### config.mk
export PLATFORM = sky130hd
export DESIGN_NAME = gflt_front
export DESIGN_NICKNAME = d
export VERILOG_FILES = /design/src/sv/gflt_pkg.sv /design/src/sv/gflt_front.sv
export SDC_FILE = /design/constraint.sdc
export NUM_CORES = 1
export LEC_CHECK = 0
export ABC_CLOCK_PERIOD_IN_PS = 900
export BUFFER_PORTS_ARGS = -buffer_cell sky130_fd_sc_hd__buf_2
export CAP_MARGIN = 25
export CELL_PAD_IN_SITES_DETAIL_PLACEMENT = 1
export CELL_PAD_IN_SITES_GLOBAL_PLACEMENT = 1
export CORE_MARGIN = 2
export CORE_UTILIZATION = 12
export DETAILED_ROUTE_END_ITERATION = 6
export GPL_TIMING_DRIVEN = 0
export PLACE_DENSITY_LB_ADDON = 0.05
export SLEW_MARGIN = 10
export SYNTH_ARGS = -nofsm -noshare
export SYNTH_HDL_FRONTEND = slang
export SYNTH_SLANG_ARGS = --single-unit
### constraint.sdc
create_clock -name vclk -period 0.9
set_clock_uncertainty 0.2 [all_clocks]
set_input_delay 0.09 -clock vclk [all_inputs]
set_output_delay 0.09 -clock vclk [all_outputs]
set_load 0.03 [all_outputs]
### src/sv/gflt_pkg.sv
package gflt_pkg;

    // Field geometry
    localparam int ELEM_W     = 7;
    localparam int FIELD_SIZE = 1 << ELEM_W;
    localparam logic [ELEM_W-1:0] ELEM_MAX  = ELEM_W'(FIELD_SIZE - 1);
    localparam logic [ELEM_W-1:0] ELEM_ZERO = ELEM_W'(0);
    localparam logic [ELEM_W-1:0] ELEM_ONE  = ELEM_W'(1);
    localparam logic [7:0]        POLY_RESET = 8'h89;

    // Command queue geometry
    localparam int FIFO_DEPTH = 4;
    localparam int FIFO_AW    = $clog2(FIFO_DEPTH);

    // Operation codes on the input channel
    typedef enum logic [1:0] {
        OP_MUL   = 2'd0,
        OP_INV   = 2'd1,
        OP_CHECK = 2'd2,
        OP_NONE  = 2'd3
    } op_t;

    // Classified command kinds handed from front to back
    typedef enum logic [2:0] {
        CMD_MUL,
        CMD_INV,
        CMD_CHECK,
        CMD_ONE,
        CMD_ZERO,
        CMD_ERR
    } cmd_kind_t;

    typedef struct packed {
        cmd_kind_t         kind;
        logic [ELEM_W-1:0] a;
        logic [ELEM_W-1:0] b;
    } cmd_t;

    // Command queue status
    typedef struct packed {
        logic full;
        logic empty;
    } q_status_t;

    // Table build sequencer
    typedef enum logic [1:0] {
        BLD_ANTI,
        BLD_INV,
        BLD_DRAIN,
        BLD_IDLE
    } bld_state_t;

endpackage

### src/sv/gflt_front.sv
module gflt_front (
    input  logic                 s_tvalid,
    output logic                 s_tready,
    input  logic [16:0]          s_fields,   // op[1:0], operand_a[9:2], operand_b[16:10]
    input  logic                 bld_busy,
    input  gflt_pkg::q_status_t  q_stat,
    output logic                 push,
    output gflt_pkg::cmd_t       cmd
);

    gflt_pkg::op_t op;
    logic [7:0]    a_raw;

    // Unpack the transaction fields
    assign op    = gflt_pkg::op_t'(s_fields[1:0]);
    assign a_raw = s_fields[9:2];

    // Classify the operation, settle fixed results up front
    always_comb begin
        cmd.a = a_raw[gflt_pkg::ELEM_W-1:0];
        cmd.b = s_fields[16:10];
        case (op)
            gflt_pkg::OP_MUL: begin
                cmd.kind = a_raw[7] ? gflt_pkg::CMD_ERR : gflt_pkg::CMD_MUL;
            end
            gflt_pkg::OP_INV: begin
                cmd.kind = a_raw[7] ? gflt_pkg::CMD_ERR : gflt_pkg::CMD_INV;
            end
            gflt_pkg::OP_CHECK: begin
                if (a_raw[7] || (a_raw == 8'd0)) begin
                    cmd.kind = gflt_pkg::CMD_ONE;
                end else begin
                    cmd.kind = gflt_pkg::CMD_CHECK;
                end
            end
            default: begin
                cmd.kind = gflt_pkg::CMD_ZERO;
            end
        endcase
    end

    // Accept once the tables are built and the queue has room
    assign s_tready = !bld_busy && !q_stat.full;
    assign push     = s_tvalid && s_tready;

endmodule

==> flow_summary.yaml <==
floorplanning:
  die_w_um: 41.2
  dieArea_mm2: 0.00170
  die_h_um: 41.2
  io_pins: 40
  coreArea_mm2: 0.00130
  initial_core_util_pct: 12.8
  rows: 13
setup_path:
  cp_max_fo: 2
  worstPathArrival_ns: 0.85
  startpoint_type: "input pin"
  crit_type: "in2out"
  crit_required_ns: 0.61
  worst_setup_path_end_kind: "output port"
cells_and_area:
  area_growth_syn_to_layout_pct: 169
  final_cell_count_no_fill: 69
  nets: 77
  num_antenna_cells: 0
  layout_commonest_cell: "buf_2"
  nClkBuffers: 0
  final_cell_mix: "buf_2, buf_4, buf_6"
  fillers: 167
  multi_input_area_um2: 114
  nFlopsAndLatches: 0
  drive_gt1_share_pct: 98.1
  finalInstanceArea_um2: 448
  utilization_pct: 34.4
  regArea_um2: 0
global_route:
  grt_pass1_vias: 217
  grt_pass1_wl_um: 876
  overflow: 0
  grt_use_total_pct: 7.41
  antenna_found_initial: 0
  grt_max_degree: 5
routing:
  drt_wl_total_um: 699
  antenna_left: 0
  drc: 0
  drt_iter0_markers: 1
  wire_per_inst_um: 10.1
  viasPerCell: 3.71
  vias: 256
  first_pass_iters: 2
synthesis:
  synthCells: 22
  yosysWarningCount: 0
  syn_avg_cell_area_um2: 7.56
  syn_nets: 43
  synthesis.area_um2: 166
  seq_area_frac_synth_pct: 0
  ys_types: 9
place:
  hpwl_um: 630
  post-place-ws_ns: -0.333
  io_buffers: 32
  gp_congestion: 0.567
  dp_cells: 69
  postPlaceCellArea_um2: 394
sta:
  tightestPinTransition_ns: 0.241
  slew_headroom_pct: 83.9
  max_freq_mhz: 878
  fin_crit_sh_pct: 127
  worst_slack_ns: -0.239
  rsz0062_at_grt: "true"
  slew_viol_final: 0
  setup_viol: 2
  min_period_ns: 1.14
  timing_hold_violations_final: 0
power_and_ir_drop:
  p_sw_mw: 0.157
  swShare_pct: 54.0
  powerDensity_mw_per_mm2: 648
  p_clk_share_pct: 0
  combPwrFrac_pct: 100.0
  p_int_mw: 0.133
  power_frac_seq_pct: 0
  power.total_mw: 0.290
  irDropWorstVdd_v: 0.000209
  p_leak_nw: 0.244
run_status:
  status: "finished, violations left"
  violations: "setup timing"
cts:
  cts_setup_buffers: 0
  hold_buffers: 0
worst_hold_path:
  hold_class: "in2out"
flow_run:
  maxCapViolCount: 0
## synth_stat cells
| cell | count | area share [%] |
|---|---|---|
| a211oi_1 | 1 | 4.5 |
| a21oi_1 | 1 | 3.0 |
| and2_1 | 1 | 3.8 |
| buf_4 | 14 | 63 |
| mux2_2 | 1 | 6.8 |
| nor2_1 | 1 | 2.3 |
| nor2b_1 | 1 | 3.8 |
| nor4_1 | 1 | 3.8 |
| nor4b_2 | 1 | 9.0 |
## critical path: stages
cell	delay, ns
buf_6	0.10
nor4b_4	0.28
a211oi_2	0.12
a21oi_4	0.13
buf_6	0.14
## final cells by class
class	count	area share, %
plain buffers	14	23.5
repair buffers	32	46.9
well taps	15	4.19
multi-input cells	8	25.4
## path summary, 6_finish.rpt
check         start      end  slack, ns  cells after the start
max     s_fields[5]  cmd[14]      -0.24                      5
min    s_fields[14]   cmd[4]       0.23                      2
## per-layer routing
| layer | share of wire, % | wire [um] | up-vias | global-route usage (%) |
|---|---|---|---|---|
| met3 | 12 | 87 | 0 | 0 |
| met4 | 0 | 0 | 0 | 0 |
| met1 | 26 | 183 | 111 | 6.96 |
| met5 | 0 | 0 | - | 0 |
| li1 | - | - | 124 | - |
| met2 | 61 | 427 | 21 | 17.6 |
## power by group through the flow
| stage | Sequential (mW) | Clock [mW] | Combinational [mW] |
|---|---|---|---|
| final | 0 | 0 | 0.290 |
| after global placement | 0 | 0 | 0.258 |
| after global routing | 0 | 0 | 0.307 |
| after CTS | 0 | 0 | 0.289 |
| after floorplan | 0 | 0 | 0.170 |
| after detailed placement | 0 | 0 | 0.263 |
## repair_timing
item | CTS | global route
gates resized for setup | 12 | 3
endpoints found under the setup margin | 3 | 2
pin swaps | 3 | 2
## per-stage QoR
step           setup TNS, ns  hold slack, ns
4_1_cts               -0.288           0.233
3_5_place_dp          -0.480           0.232
6_report              -0.260           0.232
5_1_grt               -0.326           0.234
2_1_floorplan        -0.0805          0.0176
3_3_place_gp          -0.443           0.233
## kinds of logic (layout without fill, tap and decap cells)
kind of cell           count (synthesis)  count (layout)  share of synthesized area, %
buffers and inverters                 14              46                          63.2
AND/OR/NAND/NOR                        5               5                          22.6
AO/OA/AOI/OAI                          2               2                          7.52
multiplexers                           1               1                          6.77
(Power assumes the default switching activity.)
