===== src/sv/gflt_pkg.sv =====
package gflt_pkg;

    // Field geometry
    localparam int ELEM_W     = 7;
    localparam int FIELD_SIZE = 1 << ELEM_W;
    localparam logic [ELEM_W-1:0] ELEM_MAX  = ELEM_W'(FIELD_SIZE - 1);
    localparam logic [ELEM_W-1:0] ELEM_ZERO = ELEM_W'(0);
    localparam logic [ELEM_W-1:0] ELEM_ONE  = ELEM_W'(1);
    localparam logic [7:0]        POLY_RESET = 8'h89;

    // Command queue geometry
    localparam int FIFO_DEPTH = 4;
    localparam int FIFO_AW    = $clog2(FIFO_DEPTH);

    // Operation codes on the input channel
    typedef enum logic [1:0] {
        OP_MUL   = 2'd0,
        OP_INV   = 2'd1,
        OP_CHECK = 2'd2,
        OP_NONE  = 2'd3
    } op_t;

    // Classified command kinds handed from front to back
    typedef enum logic [2:0] {
        CMD_MUL,
        CMD_INV,
        CMD_CHECK,
        CMD_ONE,
        CMD_ZERO,
        CMD_ERR
    } cmd_kind_t;

    typedef struct packed {
        cmd_kind_t         kind;
        logic [ELEM_W-1:0] a;
        logic [ELEM_W-1:0] b;
    } cmd_t;

    // Command queue status
    typedef struct packed {
        logic full;
        logic empty;
    } q_status_t;

    // Table build sequencer
    typedef enum logic [1:0] {
        BLD_ANTI,
        BLD_INV,
        BLD_DRAIN,
        BLD_IDLE
    } bld_state_t;

endpackage


===== src/sv/gflt_fifo.sv =====
module gflt_fifo (
    input  logic                 aclk,
    input  logic                 aresetn,
    input  logic                 push,
    input  gflt_pkg::cmd_t       push_cmd,
    input  logic                 pop,
    output gflt_pkg::cmd_t       head_cmd,
    output gflt_pkg::q_status_t  q_stat
);

    gflt_pkg::cmd_t                   mem_reg [gflt_pkg::FIFO_DEPTH];
    logic [gflt_pkg::FIFO_AW-1:0]     wr_ptr_reg;
    logic [gflt_pkg::FIFO_AW-1:0]     rd_ptr_reg;
    logic [gflt_pkg::FIFO_AW:0]       cnt_reg;
    logic [gflt_pkg::FIFO_AW:0]       cnt_next;

    localparam logic [gflt_pkg::FIFO_AW:0] CNT_FULL =
        (gflt_pkg::FIFO_AW + 1)'(gflt_pkg::FIFO_DEPTH);

    // Track the fill level
    always_comb begin
        cnt_next = cnt_reg;
        case ({push, pop})
            2'b10:   cnt_next = cnt_reg + 1'b1;
            2'b01:   cnt_next = cnt_reg - 1'b1;
            default: cnt_next = cnt_reg;
        endcase
    end

    // Advance the pointers
    always_ff @(posedge aclk) begin
        if (!aresetn) begin
            wr_ptr_reg <= '0;
            rd_ptr_reg <= '0;
            cnt_reg    <= '0;
        end else begin
            if (push) begin
                wr_ptr_reg <= wr_ptr_reg + 1'b1;
            end
            if (pop) begin
                rd_ptr_reg <= rd_ptr_reg + 1'b1;
            end
            cnt_reg <= cnt_next;
        end
    end

    // Store the command
    always_ff @(posedge aclk) begin
        if (push) begin
            mem_reg[wr_ptr_reg] <= push_cmd;
        end
    end

    assign head_cmd     = mem_reg[rd_ptr_reg];
    assign q_stat.full  = (cnt_reg == CNT_FULL);
    assign q_stat.empty = (cnt_reg == '0);

endmodule


===== config.mk =====
export PLATFORM = sky130hd
export DESIGN_NAME = gflt_fifo
export DESIGN_NICKNAME = d
export VERILOG_FILES = /design/src/sv/gflt_pkg.sv /design/src/sv/gflt_fifo.sv
export SDC_FILE = /design/constraint.sdc
export NUM_CORES = 1
export LEC_CHECK = 0
export BUFFER_PORTS_ARGS = -buffer_cell sky130_fd_sc_hd__clkbuf_2
export CAP_MARGIN = 0
export CORE_MARGIN = 10
export CORE_UTILIZATION = 40
export CTS_CLUSTER_DIAMETER = 200
export DETAILED_ROUTE_END_ITERATION = 12
export PLACE_DENSITY = 0.65
export REMOVE_ABC_BUFFERS = 1
export SETUP_SLACK_MARGIN = 0.15
export SKIP_CTS_REPAIR_TIMING = 1
export SYNTH_ARGS = -nofsm -noshare
export SYNTH_HDL_FRONTEND = slang
export SYNTH_SLANG_ARGS = --single-unit
export TNS_END_PERCENT = 100

===== constraint.sdc =====
create_clock -name aclk -period 1.6 [get_ports aclk]
set_clock_uncertainty 0.15 [all_clocks]
set_input_delay 0.16 -clock aclk [delete_from_list [all_inputs] [get_ports aclk]]
set_output_delay 0.16 -clock aclk [all_outputs]
set_load 0.02 [all_outputs]

==> results.txt <==
- Result of the run: finished, violations left
- Violated checks: setup timing
- Via count of the first global-routing pass: 1629
- Pin slew with the least headroom to its limit: 0.229 ns
* Library cell used as clock root buffer: sky130_fd_sc_hd__clkbuf_8
* Number of rows created at floorplan: 31
- Top fanout value on the critical path: 6
* Accumulated negative setup slack: -4.45 ns
- In this run the worst hold path is classified as primary input to register.
- Ant diodes: 0
- Number of enable flip-flop cells after synthesis: 68
- The number of max-slew violations in the final report is 0.
* Total number of clock tree sinks: 77
- The synthesized design spends more area on one cell type than any other, namely sky130_fd_sc_hd__edfxtp_1.
- Detailed-route wire length per cell: 17.5 µm
- Flip-flop and latch area: 0.00223 mm²
* Power density normalized to cell area: 1180 mW/mm²
* Detailed-route via count: 1532
* Total global-route track usage: 0.0994
* Number of endpoints with negative hold slack in the final report: 0
- From bottom edge to top edge, the die measures 106 µm.
* Routability congestion estimate from global placement: 0.725
- Max-cap viol count: 0
- The worst pin sits at a relative slew slack of 0.846.
- Detailed placement finished with a half-perimeter wire length of 3610 µm.
* Total number of nets in the final design: 247
* Post-synthesis register bit count: 77
- TritonCTS created 9 clock buffers.
- CTS tree: yes
* First-pass iteration count of the detailed router: 4
- Relative to the synthesized area, the layout overhead comes to 34.4%.
* Origin of the worst min-delay path: push
- Inst Count DP: 286
- The most used flip-flop cell after synthesis is sky130_fd_sc_hd__edfxtp_1.
- Setup violation total in the final timing report: 18
* Lkg Pwr: 0.00144 µW
- I/O pins: 40
* Maximum number of pins on one net before global-route repair: 14
- VDD sags by at most 766 µV.
* Yosys synthesis warning count: 0
* Gate count after technology mapping: 135
- Setup repair after global routing could not meet its margin everywhere.
- Period minus WS final: 1.88 ns
* Count of non-filler cells in the finished layout: 324
- The H-tree was split into 3 levels.
- Residual antenna-violating net count after detailed routing: 0
* Critical path data arrival time: 1.57 ns
- Post-route fraction of the period consumed by the critical path: 1.17
- Based on the critical path, the design can be clocked at up to 533 MHz.
- For this configuration, the core starts out at a cell density of 0.408.
- Grouping stages by cell kind, the critical path spends the most delay in multiplexers.
* Worst path buffer plus inverter count: 2
* FFs w/ async S/R, synth: 0
- The region available for standard cell placement spans 0.00721 mm².
* Worst Setup Path Type: register to output port
- The first global-routing pass estimated 8460 µm of wire.
- The worst setup path is launched from a register.
* Worst hold margin: 0.103 ns
* Avg Cell Area, Syn: 21.8 µm²
* Count of different cell masters after synthesis: 21
- The register with the most flip-flops in the layout has 68 of them.
- Of the synthesized area, sequential elements account for 0.755.
* Clock latency of the later-clocked register in the worst-skew pair: 0.35 ns
- Number of filler instances in the final layout: 568
- Fraction of layout instances using a drive strength above 1: 0.471
* Cell Chain, Critical Path: clkbuf_16 -> mux4_2 -> buf_6
* Vias per inst: 4.73
- The clock passes through at most 2 buffers.
- Port-buffer cells: 39
- Clock-pin slew on the worst setup and hold paths: 0.07 ns
- The startpoint identified for the worst register-to-register timing path is cnt_reg[1].
- Area share of the leading cell type in the synthesized netlist: 0.694
- The die is 106 µm wide.
- For this run, design rule violations remaining after detail routing come to 0.
- After synthesis, the most frequently instantiated cells are sky130_fd_sc_hd__edfxtp_1, sky130_fd_sc_hd__and2_1, sky130_fd_sc_hd__mux4_2.
- Total Die Area: 0.0112 mm²
- Post-layout utilization of the core: 0.548
* Slowest cell on the critical path: sky130_fd_sc_hd__mux4_2
* Leftover overflow at the end of global routing: 0
- STA classifies the critical path endpoint as an output port.
- The initial antenna violation count is 0.
* Multi-input combinational cell area: 659 µm²
- Wires add up to 5680 µm.
* Most frequent cell after synthesis: sky130_fd_sc_hd__edfxtp_1
- 1st-iter DRT viols: 78
- Slack of the critical path: -0.277 ns
* Synth area leaders: sky130_fd_sc_hd__edfxtp_1, sky130_fd_sc_hd__mux4_2, sky130_fd_sc_hd__mux4_1, sky130_fd_sc_hd__dfxtp_1, sky130_fd_sc_hd__and2_1
* Required time reported for the critical path endpoint: 1.29 ns
- For this run, the slowest stage of the critical path takes 0.51 ns.
* Post-synthesis instance area: 0.00294 mm²
[routing by layer]
metal  up-vias  GRT usage  share of wire
li1        704          -              -
met1       762      0.104           0.40
met2        59      0.164           0.51
met3         7     0.0512          0.082
met4         0     0.0435          0.013
met5         -          0              0
[path summary, 6_finish.rpt]
check | to | slack (ns) | cells past startpoint
hold / removal | wr_ptr_reg[1] | 0.10 | 4
setup reg to reg | cnt_reg[2] | -0.04 | 5
hold reg to reg | wr_ptr_reg[1] | 0.40 | 2
setup / recovery | head_cmd[5] | -0.28 | 3
[power by group]
part	switching, µW	leakage, µW	internal (µW)	total [µW]
logic	354	0.000628	413	767
clock network	675	0.000110	878	1550
registers	43.6	0.000701	2300	2340
[layout by cell type, fill, tap and decap left out, drive strengths merged, types with 2 or more instances in the layout]
cell type / count
bufinv: 2
xnor2: 2
ha: 5
inv: 6
buf: 38
and2: 10
nand2: 2
xor2: 3
mux4: 17
clkinv: 4
dfxtp: 9
edfxtp: 68
dlygate4sd3: 18
o21ai: 2
clkbuf: 32
[tightest hold or removal path, cell delays in order]
cell and delay [ns]:
sky130_fd_sc_hd__clkbuf_2 0.09, sky130_fd_sc_hd__buf_4 0.13, sky130_fd_sc_hd__mux2i_1 0.07, sky130_fd_sc_hd__nor2b_1 0.10
[area by class of cell]
class | count | share of cell area
Clock buffer | 10 | 0.0323
Clock inverter | 6 | 0.0221
Timing Repair Buffer | 78 | 0.177
Sequential cell | 77 | 0.564
Inverter | 6 | 0.00569
Multi-Input combinational cell | 48 | 0.167
Tap cell | 99 | 0.0313
[stage by stage]
step	cell area [µm²]	setup WS, ns	power, µW
finish	3960	-0.277	4660
global route	3960	-0.344	4870
CTS	3580	-0.421	4500
detailed placement	3360	-0.285	2950
global placement	3360	-0.0640	2920
floorplan	2900	-0.294	2700
[logic make-up after synthesis]
kind of cell,Yosys count,share of synthesized area
XOR/XNOR,5,0.0149
AND/OR/NAND/NOR,16,0.0319
multiplexers,18,0.142
buffers and inverters,10,0.0217
AO/OA/AOI/OAI,3,0.00595
flip-flops,77,0.755
adder cells (fa/ha/maj),6,0.0281
Note: power is estimated with default switching activity, not from simulation.
