`src/sv/gflt_pkg.sv`:
```
package gflt_pkg;

    // Field geometry
    localparam int ELEM_W     = 7;
    localparam int FIELD_SIZE = 1 << ELEM_W;
    localparam logic [ELEM_W-1:0] ELEM_MAX  = ELEM_W'(FIELD_SIZE - 1);
    localparam logic [ELEM_W-1:0] ELEM_ZERO = ELEM_W'(0);
    localparam logic [ELEM_W-1:0] ELEM_ONE  = ELEM_W'(1);
    localparam logic [7:0]        POLY_RESET = 8'h89;

    // Command queue geometry
    localparam int FIFO_DEPTH = 4;
    localparam int FIFO_AW    = $clog2(FIFO_DEPTH);

    // Operation codes on the input channel
    typedef enum logic [1:0] {
        OP_MUL   = 2'd0,
        OP_INV   = 2'd1,
        OP_CHECK = 2'd2,
        OP_NONE  = 2'd3
    } op_t;

    // Classified command kinds handed from front to back
    typedef enum logic [2:0] {
        CMD_MUL,
        CMD_INV,
        CMD_CHECK,
        CMD_ONE,
        CMD_ZERO,
        CMD_ERR
    } cmd_kind_t;

    typedef struct packed {
        cmd_kind_t         kind;
        logic [ELEM_W-1:0] a;
        logic [ELEM_W-1:0] b;
    } cmd_t;

    // Command queue status
    typedef struct packed {
        logic full;
        logic empty;
    } q_status_t;

    // Table build sequencer
    typedef enum logic [1:0] {
        BLD_ANTI,
        BLD_INV,
        BLD_DRAIN,
        BLD_IDLE
    } bld_state_t;

endpackage

```
`src/sv/gflt_back.sv`:
```
module gflt_back (
    input  logic                 aclk,
    input  logic                 aresetn,
    input  logic                 cfg_we,
    input  logic [7:0]           cfg_wdata,
    input  gflt_pkg::cmd_t       head_cmd,
    input  gflt_pkg::q_status_t  q_stat,
    output logic                 pop,
    output logic                 bld_busy,
    output logic                 m_tvalid,
    input  logic                 m_tready,
    output logic [7:0]           m_tdata     // result[6:0], range_error[7]
);

    localparam int W = gflt_pkg::ELEM_W;
    localparam int N = gflt_pkg::FIELD_SIZE;

    // Polynomial and build sequencer
    logic [7:0]             poly_reg;
    gflt_pkg::bld_state_t   state_reg, state_next;
    logic [W-1:0]           cnt_reg, cnt_next;
    logic [W-1:0]           val_reg, val_next;
    logic                   bv1_reg, bv2_reg;
    logic [W-1:0]           e1_reg, e2_reg;
    logic                   anti_we;
    logic                   issue;
    logic [7:0]             dbl;
    logic [7:0]             dbl_red;

    // Tables
    logic [W-1:0]           antilog_mem [N];
    logic [W-1:0]           log_mem [N];
    logic [W-1:0]           inv_mem [N];
    logic [N-1:0]           log_vld_reg;
    logic [N-1:0]           inv_vld_reg;

    // Lookup pipeline
    logic                   adv;
    logic                   rd_en;
    logic                   p1_v_reg, p2_v_reg, p3_v_reg, out_v_reg;
    gflt_pkg::cmd_kind_t    p1_kind_reg, p2_kind_reg, p3_kind_reg;
    logic [W-1:0]           p1_a_reg, p1_b_reg;
    logic [W-1:0]           p1_inv_rd_reg;
    logic                   p1_inv_vld_reg;
    logic                   p2_zero_reg, p3_zero_reg;
    logic [W-1:0]           p2_fix_reg, p3_fix_reg;
    logic [W-1:0]           la_rd_reg, lb_rd_reg, al_rd_reg;
    logic                   la_vld_reg, lb_vld_reg;
    logic [W-1:0]           out_res_reg;
    logic                   out_err_reg;

    logic [W-1:0]           inv_eff;
    logic [W-1:0]           mul_b;
    logic                   p1_zero;
    logic [W-1:0]           p1_fix;
    logic [W-1:0]           la_addr;
    logic [W-1:0]           la_eff, lb_eff;
    logic [W:0]             sum;
    logic [W:0]             sum_fold;
    logic [W-1:0]           al_addr;
    logic [W-1:0]           res3;
    logic                   err3;

    // Next antilog value: double, reduce on overflow
    assign dbl     = {val_reg, 1'b0};
    assign dbl_red = dbl[7] ? (dbl ^ poly_reg) : dbl;

    // Build sequencer next state
    always_comb begin
        state_next = state_reg;
        cnt_next   = cnt_reg;
        val_next   = val_reg;
        anti_we    = 1'b0;
        issue      = 1'b0;
        case (state_reg)
            gflt_pkg::BLD_ANTI: begin
                anti_we  = 1'b1;
                cnt_next = cnt_reg + 1'b1;
                val_next = dbl_red[W-1:0];
                if (cnt_reg == gflt_pkg::ELEM_MAX) begin
                    state_next = gflt_pkg::BLD_INV;
                end
            end
            gflt_pkg::BLD_INV: begin
                issue    = 1'b1;
                cnt_next = cnt_reg + 1'b1;
                if (cnt_reg == gflt_pkg::ELEM_MAX) begin
                    state_next = gflt_pkg::BLD_DRAIN;
                end
            end
            gflt_pkg::BLD_DRAIN: begin
                if (!bv1_reg) begin
                    state_next = gflt_pkg::BLD_IDLE;
                end
            end
            default: begin
                state_next = gflt_pkg::BLD_IDLE;
            end
        endcase
    end

    // Sequencer registers; restart on reset and on a polynomial write
    always_ff @(posedge aclk) begin
        if (!aresetn) begin
            poly_reg  <= gflt_pkg::POLY_RESET;
            state_reg <= gflt_pkg::BLD_ANTI;
            cnt_reg   <= '0;
            val_reg   <= gflt_pkg::ELEM_ONE;
            bv1_reg   <= 1'b0;
            bv2_reg   <= 1'b0;
        end else if (cfg_we) begin
            poly_reg  <= cfg_wdata;
            state_reg <= gflt_pkg::BLD_ANTI;
            cnt_reg   <= '0;
            val_reg   <= gflt_pkg::ELEM_ONE;
            bv1_reg   <= 1'b0;
            bv2_reg   <= 1'b0;
        end else begin
            state_reg <= state_next;
            cnt_reg   <= cnt_next;
            val_reg   <= val_next;
            bv1_reg   <= issue;
            bv2_reg   <= bv1_reg;
        end
    end

    // Carry the element index along the inverse build pipe
    always_ff @(posedge aclk) begin
        e1_reg <= cnt_reg;
        e2_reg <= e1_reg;
    end

    // Valid bits: cleared entries read as zero
    always_ff @(posedge aclk) begin
        if (!aresetn) begin
            log_vld_reg <= '0;
            inv_vld_reg <= '0;
        end else if (cfg_we) begin
            log_vld_reg <= '0;
            inv_vld_reg <= '0;
        end else begin
            if (anti_we) begin
                log_vld_reg[val_reg] <= 1'b1;
            end
            if (bv2_reg) begin
                inv_vld_reg[al_rd_reg] <= 1'b1;
            end
        end
    end

    // Table writes; later writes to an entry win
    always_ff @(posedge aclk) begin
        if (anti_we) begin
            antilog_mem[cnt_reg] <= val_reg;
            log_mem[val_reg]     <= cnt_reg;
        end
        if (bv2_reg) begin
            inv_mem[al_rd_reg] <= e2_reg;
        end
    end

    // Pipeline control
    assign bld_busy = (state_reg != gflt_pkg::BLD_IDLE);
    assign adv      = !out_v_reg || m_tready;
    assign rd_en    = adv || bld_busy;
    assign pop      = adv && !q_stat.empty;

    // Stage 1 lookups: select the second log operand, fix the simple results
    always_comb begin
        inv_eff = p1_inv_vld_reg ? p1_inv_rd_reg : gflt_pkg::ELEM_ZERO;
        mul_b   = (p1_kind_reg == gflt_pkg::CMD_CHECK) ? inv_eff : p1_b_reg;
        p1_zero = (p1_a_reg == gflt_pkg::ELEM_ZERO) || (mul_b == gflt_pkg::ELEM_ZERO);
        case (p1_kind_reg)
            gflt_pkg::CMD_INV: p1_fix = inv_eff;
            gflt_pkg::CMD_ONE: p1_fix = gflt_pkg::ELEM_ONE;
            default:           p1_fix = gflt_pkg::ELEM_ZERO;
        endcase
        la_addr = bld_busy ? cnt_reg : p1_a_reg;
    end

    // Stage 2: add logs, fold, pick antilog address
    always_comb begin
        la_eff   = la_vld_reg ? la_rd_reg : gflt_pkg::ELEM_ZERO;
        lb_eff   = lb_vld_reg ? lb_rd_reg : gflt_pkg::ELEM_ZERO;
        sum      = {1'b0, la_eff} + {1'b0, lb_eff};
        sum_fold = (sum > {1'b0, gflt_pkg::ELEM_MAX}) ? (sum - {1'b0, gflt_pkg::ELEM_MAX})
                                                     : sum;
        al_addr  = bld_busy ? (gflt_pkg::ELEM_MAX - la_eff) : sum_fold[W-1:0];
    end

    // Stage 3: final result select
    always_comb begin
        case (p3_kind_reg)
            gflt_pkg::CMD_MUL,
            gflt_pkg::CMD_CHECK: res3 = p3_zero_reg ? gflt_pkg::ELEM_ZERO : al_rd_reg;
            default:             res3 = p3_fix_reg;
        endcase
        err3 = (p3_kind_reg == gflt_pkg::CMD_ERR);
    end

    // Registered table reads; the log and antilog reads are shared with the build sequencer
    always_ff @(posedge aclk) begin
        if (adv) begin
            p1_inv_rd_reg  <= inv_mem[head_cmd.a];
            p1_inv_vld_reg <= inv_vld_reg[head_cmd.a];
        end
        if (rd_en) begin
            la_rd_reg  <= log_mem[la_addr];
            la_vld_reg <= log_vld_reg[la_addr];
            lb_rd_reg  <= log_mem[mul_b];
            lb_vld_reg <= log_vld_reg[mul_b];
            al_rd_reg  <= antilog_mem[al_addr];
        end
    end

    // Stage valid bits; hold the whole pipe while the output stalls
    always_ff @(posedge aclk) begin
        if (!aresetn) begin
            p1_v_reg  <= 1'b0;
            p2_v_reg  <= 1'b0;
            p3_v_reg  <= 1'b0;
            out_v_reg <= 1'b0;
        end else if (adv) begin
            p1_v_reg  <= !q_stat.empty;
            p2_v_reg  <= p1_v_reg;
            p3_v_reg  <= p2_v_reg;
            out_v_reg <= p3_v_reg;
        end
    end

    // Stage payload
    always_ff @(posedge aclk) begin
        if (adv) begin
            p1_kind_reg <= head_cmd.kind;
            p1_a_reg    <= head_cmd.a;
            p1_b_reg    <= head_cmd.b;
            p2_kind_reg <= p1_kind_reg;
            p2_zero_reg <= p1_zero;
            p2_fix_reg  <= p1_fix;
            p3_kind_reg <= p2_kind_reg;
            p3_zero_reg <= p2_zero_reg;
            p3_fix_reg  <= p2_fix_reg;
            out_res_reg <= res3;
            out_err_reg <= err3;
        end
    end

    assign m_tvalid = out_v_reg;
    assign m_tdata  = {out_err_reg, out_res_reg};

endmodule

```
`config.mk`:
```
export PLATFORM = sky130hd
export DESIGN_NAME = gflt_back
export DESIGN_NICKNAME = d
export VERILOG_FILES = /design/src/sv/gflt_pkg.sv /design/src/sv/gflt_back.sv
export SDC_FILE = /design/constraint.sdc
export NUM_CORES = 2
export LEC_CHECK = 0
export BUFFER_PORTS_ARGS = -buffer_cell sky130_fd_sc_hd__buf_2
export CAP_MARGIN = 20
export CORE_MARGIN = 1
export CORE_UTILIZATION = 44
export CTS_BUF_LIST = sky130_fd_sc_hd__clkbuf_4 sky130_fd_sc_hd__clkbuf_8
export CTS_CLUSTER_DIAMETER = 60
export DETAILED_ROUTE_END_ITERATION = 6
export PLACE_DENSITY = 0.56
export SYNTH_ARGS = -nofsm -noshare
export SYNTH_HDL_FRONTEND = slang
export SYNTH_SLANG_ARGS = --single-unit
```
`constraint.sdc`:
```
create_clock -name aclk -period 5.2 [get_ports aclk]
set_input_delay 0.52 -clock aclk [delete_from_list [all_inputs] [get_ports aclk]]
set_output_delay 0.52 -clock aclk [all_outputs]
set_load 0.05 [all_outputs]
```
==> results.txt <==
In the synthesized netlist the dominant register cell turns out to be sky130_fd_sc_hd__edfxtp_1. The initial antenna violation count came out at 19. After synthesis, the netlist uses between 70 and 80 different library cells. By instance count, the cell type seen most on the critical path is sky130_fd_sc_hd__ha_1. The number of buffers inserted by port buffering is 39. The most critical setup path has its startpoint at la_vld_reg. The register-to-register setup slack came out at ~0.24 ns.

The number of global-route vias before repair came out at slightly below 80000. The post-route clock skew came out at ~0.065 ns. The largest registers in the layout are antilog_mem x896, inv_mem x896, log_mem x896.

The startpoint class of the critical path is a register. For hold timing, the worst endpoint is p1_a_reg[0]. The kind of cell with the highest combined delay along the critical path is compound AO/OA/AOI/OAI gates. The worst hold margin came out at 0.109 ns.

TritonCTS built the clock tree. The worst hold path belongs to the class in2reg. The total length of routed wires came out at roughly 370000 µm. The area of the core came out at slightly below 0.3 mm². The share of the synthesized area in the top cell type came out at between 60 and 70%. The routed length per instance is ~28 µm.

The worst register-to-register path begins at la_vld_reg. The arrival time of data at the critical path endpoint is about 6 ns. The final-report setup violation count came out at 0. The proportion of synthesized chip area in sequential cells is roughly 69%. The total power after layout is 0.0516 W.

The critical path goes through and2_1 > ha_1 > fa_1 > ha_1 > a311o_1 > o211a_4 > buf_6 > mux4_2 > a2111oi_1 > buf_4 > nor4_1 > or4_1. The hold path depth is 2. The count of nets left with antenna violations once routing finished came out at 0. The setup path with the least slack is of type reg2reg. The post-synthesis average cell area came out at around 15 µm².

Measured along the y axis, the die boundary spans about 540 µm. In this run, synthesis inferred 2766 flip-flops with an integrated enable. The overflow left after global routing is 0. The net count after synthesis is approximately 9000. In this run the post-CTS setup repair buffer count came out at 0. The sum of buffers and inverters on the critical path is 2. The first-iteration detailed-routing DRC count is a little under 9000. The minimum period implied by the final worst setup slack came out at between 4 and 5 ns.

The total placed instance area came out at 0.135 mm². The worst max-slew margin expressed relative to the limit came out at a little under a quarter. The top cell type by total area after synthesis is sky130_fd_sc_hd__edfxtp_1. The number of endpoints with negative hold slack in the final report is 0.

Entering global routing, the biggest net connects approximately 100 pins. By area the synthesized netlist is led by sky130_fd_sc_hd__edfxtp_1 64%, sky130_fd_sc_hd__mux4_2 11%, sky130_fd_sc_hd__dfxtp_1 4.6%. The total count of max-transition violations in the final report came out at 0. The floorplan step defined a die boundary enclosing slightly below 0.3 mm². The worst path required time is 6.09 ns. The number of search-and-repair iterations in the first detailed-routing pass came out at 6. The depth of the worst register-to-register path came out at 12.

The layout net count is 9084. Setup repair after global routing could not meet its margin everywhere. The total power per unit cell area came out at roughly 350 mW/mm². The startpoint identified for the worst hold timing path is head_cmd[7]. The final critical path takes up between 90% and 100% of the cycle. Counting every sink on the clock net gives around 3100. The total CTS buffers is around 520. The row count came out at 198. Global routing used between 20% and 30% of the available tracks across all layers.

The cell area after synthesis is between 0.1 and 0.15 mm². Clock-pin slew was measured on the worst setup and hold paths at ~0.06 ns. In the layout the commonest cells are 2766 x sky130_fd_sc_hd__edfxtp_1, 1522 x sky130_fd_sc_hd__nand2_1, 949 x sky130_fd_sc_hd__nor2_1, 655 x sky130_fd_sc_hd__mux4_2, 564 x sky130_fd_sc_hd__clkbuf_8.

The maximum fanout count along the critical path came out at 46. The post-synthesis instance total is just under 9000. The die extent in x is around 540 µm. The HPWL reported at the end of detailed placement came out at approximately 230000 µm. The total number of H-tree levels came out at 6. The end of the worst register-to-register path is al_rd_reg[0]. The global-route wire length before repair came out at 544000 µm. The flow ran to the end, and the final reports show no timing, DRC or antenna violations. CTS placed an instance of sky130_fd_sc_hd__clkbuf_8 at the clock tree root.

The most frequent standard cell in the layout excluding fill and tap cells is sky130_fd_sc_hd__edfxtp_1. The reported leakage power came out at just under 50 nW. The maximum VDD drop is between 0.0002 and 0.00025 V. The clock insertion delay at the later pin of the skew report is 1.19 ns. The fmax is a little over 0.2 GHz. The number of top-level pins came out at 42. The detailed-route DRC error count is 0. The number of buffers on the longest clock path is 4. The number of flip-flops and latches in the synthesized netlist came out at slightly above 3000. The stage delay of the slowest cell on the critical path came out at 0.61 ns. The cell area after layout came out at 0.146 mm².

Routability-driven placement finished with a final weighted congestion of slightly below 0.9. The async set or reset register ratio after synthesis is 0%. Using the TritonRoute via totals, the vias-per-cell ratio works out to between 5 and 6. The type of destination of the critical path is a register.

The transition time at the pin with the least slew margin is approximately 1.1 ns. Max-cap violations in this run came to 0. The Yosys step of the flow raised 0 warnings. The effective utilization at floorplan is 44.2%. The fraction of final layout cells sized beyond drive strength 1 is between 20% and 30%. Among all stages on the critical path, the largest delay is contributed by sky130_fd_sc_hd__fa_1. Compared with the post-synthesis result, the final layout area differs by 13.6%. The count of vias placed by the detailed router came out at around 80000.
metrics by stage:
stage	std cells	setup slack (ns)	TNS, ns	utilization (%)
3_3_place_gp	12400	0.102	0	46.4
2_1_floorplan	8719	0.810	0	-
4_1_cts	13400	0.115	0	50.2
5_1_grt	13400	-0.000560	-0.000560	50.3
3_5_place_dp	12400	-0.0363	-0.0363	46.4
6_report	13400	0.243	0	50.3
power breakdown:
group / internal, W / total, W / switching, W
Clock: 0.0119 / 0.0220 / 0.0101
Sequential: 0.0267 / 0.0268 / 0.000118
Combinational: 0.00104 / 0.00290 / 0.00185
cell families (layout without fill, tap and decap cells):
group           Yosys count  in the layout  share of synthesized area, %
fa+ha+maj                10             10                         0.103
simple gates           3244           3244                          10.6
mux                     819            819                          12.7
flops                  3065           3065                          69.1
compound gates          942            942                          5.35
other cells               0              9                             0
buf+inv                 621           1357                          1.96
xor+xnor                 18             18                         0.122
cell usage after synthesis (14+ instances only):
| library cell | number |
|---|---|
| sky130_fd_sc_hd__nor2_1 | 955 |
| sky130_fd_sc_hd__mux4_2 | 655 |
| sky130_fd_sc_hd__a311oi_1 | 254 |
| sky130_fd_sc_hd__and3_1 | 141 |
| sky130_fd_sc_hd__clkbuf_1 | 400 |
| sky130_fd_sc_hd__and2_1 | 80 |
| sky130_fd_sc_hd__a31oi_1 | 124 |
| sky130_fd_sc_hd__edfxtp_1 | 2766 |
| sky130_fd_sc_hd__a211oi_1 | 207 |
| sky130_fd_sc_hd__buf_2 | 113 |
| sky130_fd_sc_hd__buf_1 | 92 |
| sky130_fd_sc_hd__a32oi_1 | 14 |
| sky130_fd_sc_hd__a21oi_1 | 163 |
| sky130_fd_sc_hd__nor2b_1 | 72 |
| sky130_fd_sc_hd__nand3_1 | 389 |
| sky130_fd_sc_hd__a221oi_1 | 14 |
| sky130_fd_sc_hd__dfxtp_1 | 299 |
| sky130_fd_sc_hd__a21o_1 | 21 |
| sky130_fd_sc_hd__nand2_1 | 1528 |
| sky130_fd_sc_hd__o21ai_0 | 26 |
| sky130_fd_sc_hd__nor3_1 | 17 |
| sky130_fd_sc_hd__a22oi_1 | 46 |
| sky130_fd_sc_hd__a22o_1 | 15 |
| sky130_fd_sc_hd__mux2i_1 | 152 |
layout make-up:
type	instances	area, µm²
fillers	24400	145000
flip-flops and latches	3065	89100
multi-input cells	5033	37500
clock buffers	765	9270
well taps	3900	4880
repair buffers	412	4150
clock inverters	173	1310
inverters	7	26.3
diodes	9	22.5
worst max-delay path by stage:
stage	end	slack, ns	cells after the start
after floorplan	la_rd_reg[6]	0.81	11
after global placement	al_rd_reg[0]	0.10	12
after detailed placement	al_rd_reg[0]	-0.04	12
after CTS	al_rd_reg[0]	0.11	12
after global routing	al_rd_reg[0]	-0.0006	12
final	al_rd_reg[0]	0.24	12
per-layer routing:
layer	vias up	part of all wire, %	track usage (%)
met2	3600	47	39.6
met3	755	7.7	4.09
met4	2	3.8	9.48
met1	41000	41	34.9
li1	34300	-	-
met5	-	0.0029	0
worst reg2reg max path: cells and delay by family, from the launching register on:
| kind | cells | cell delay, ns |
|---|---|---|
| fa+ha+maj | 3 | 1.08 |
| compound gates | 3 | 1.30 |
| mux | 1 | 0.42 |
| simple gates | 3 | 0.79 |
| buf+inv | 2 | 0.66 |
| flops | 1 | 0.46 |
repair_timing:
| action | 4_1_cts | 5_1_grt |
|---|---|---|
| cloned | 0 | 0 |
| hold buffers | 43 | 0 |
| endpoints found under the setup margin | 1 | 2 |
| hold endpoints to repair | 34 | 0 |
| resized for setup | 1 | 2 |
Note: power is estimated with default switching activity, not from simulation.
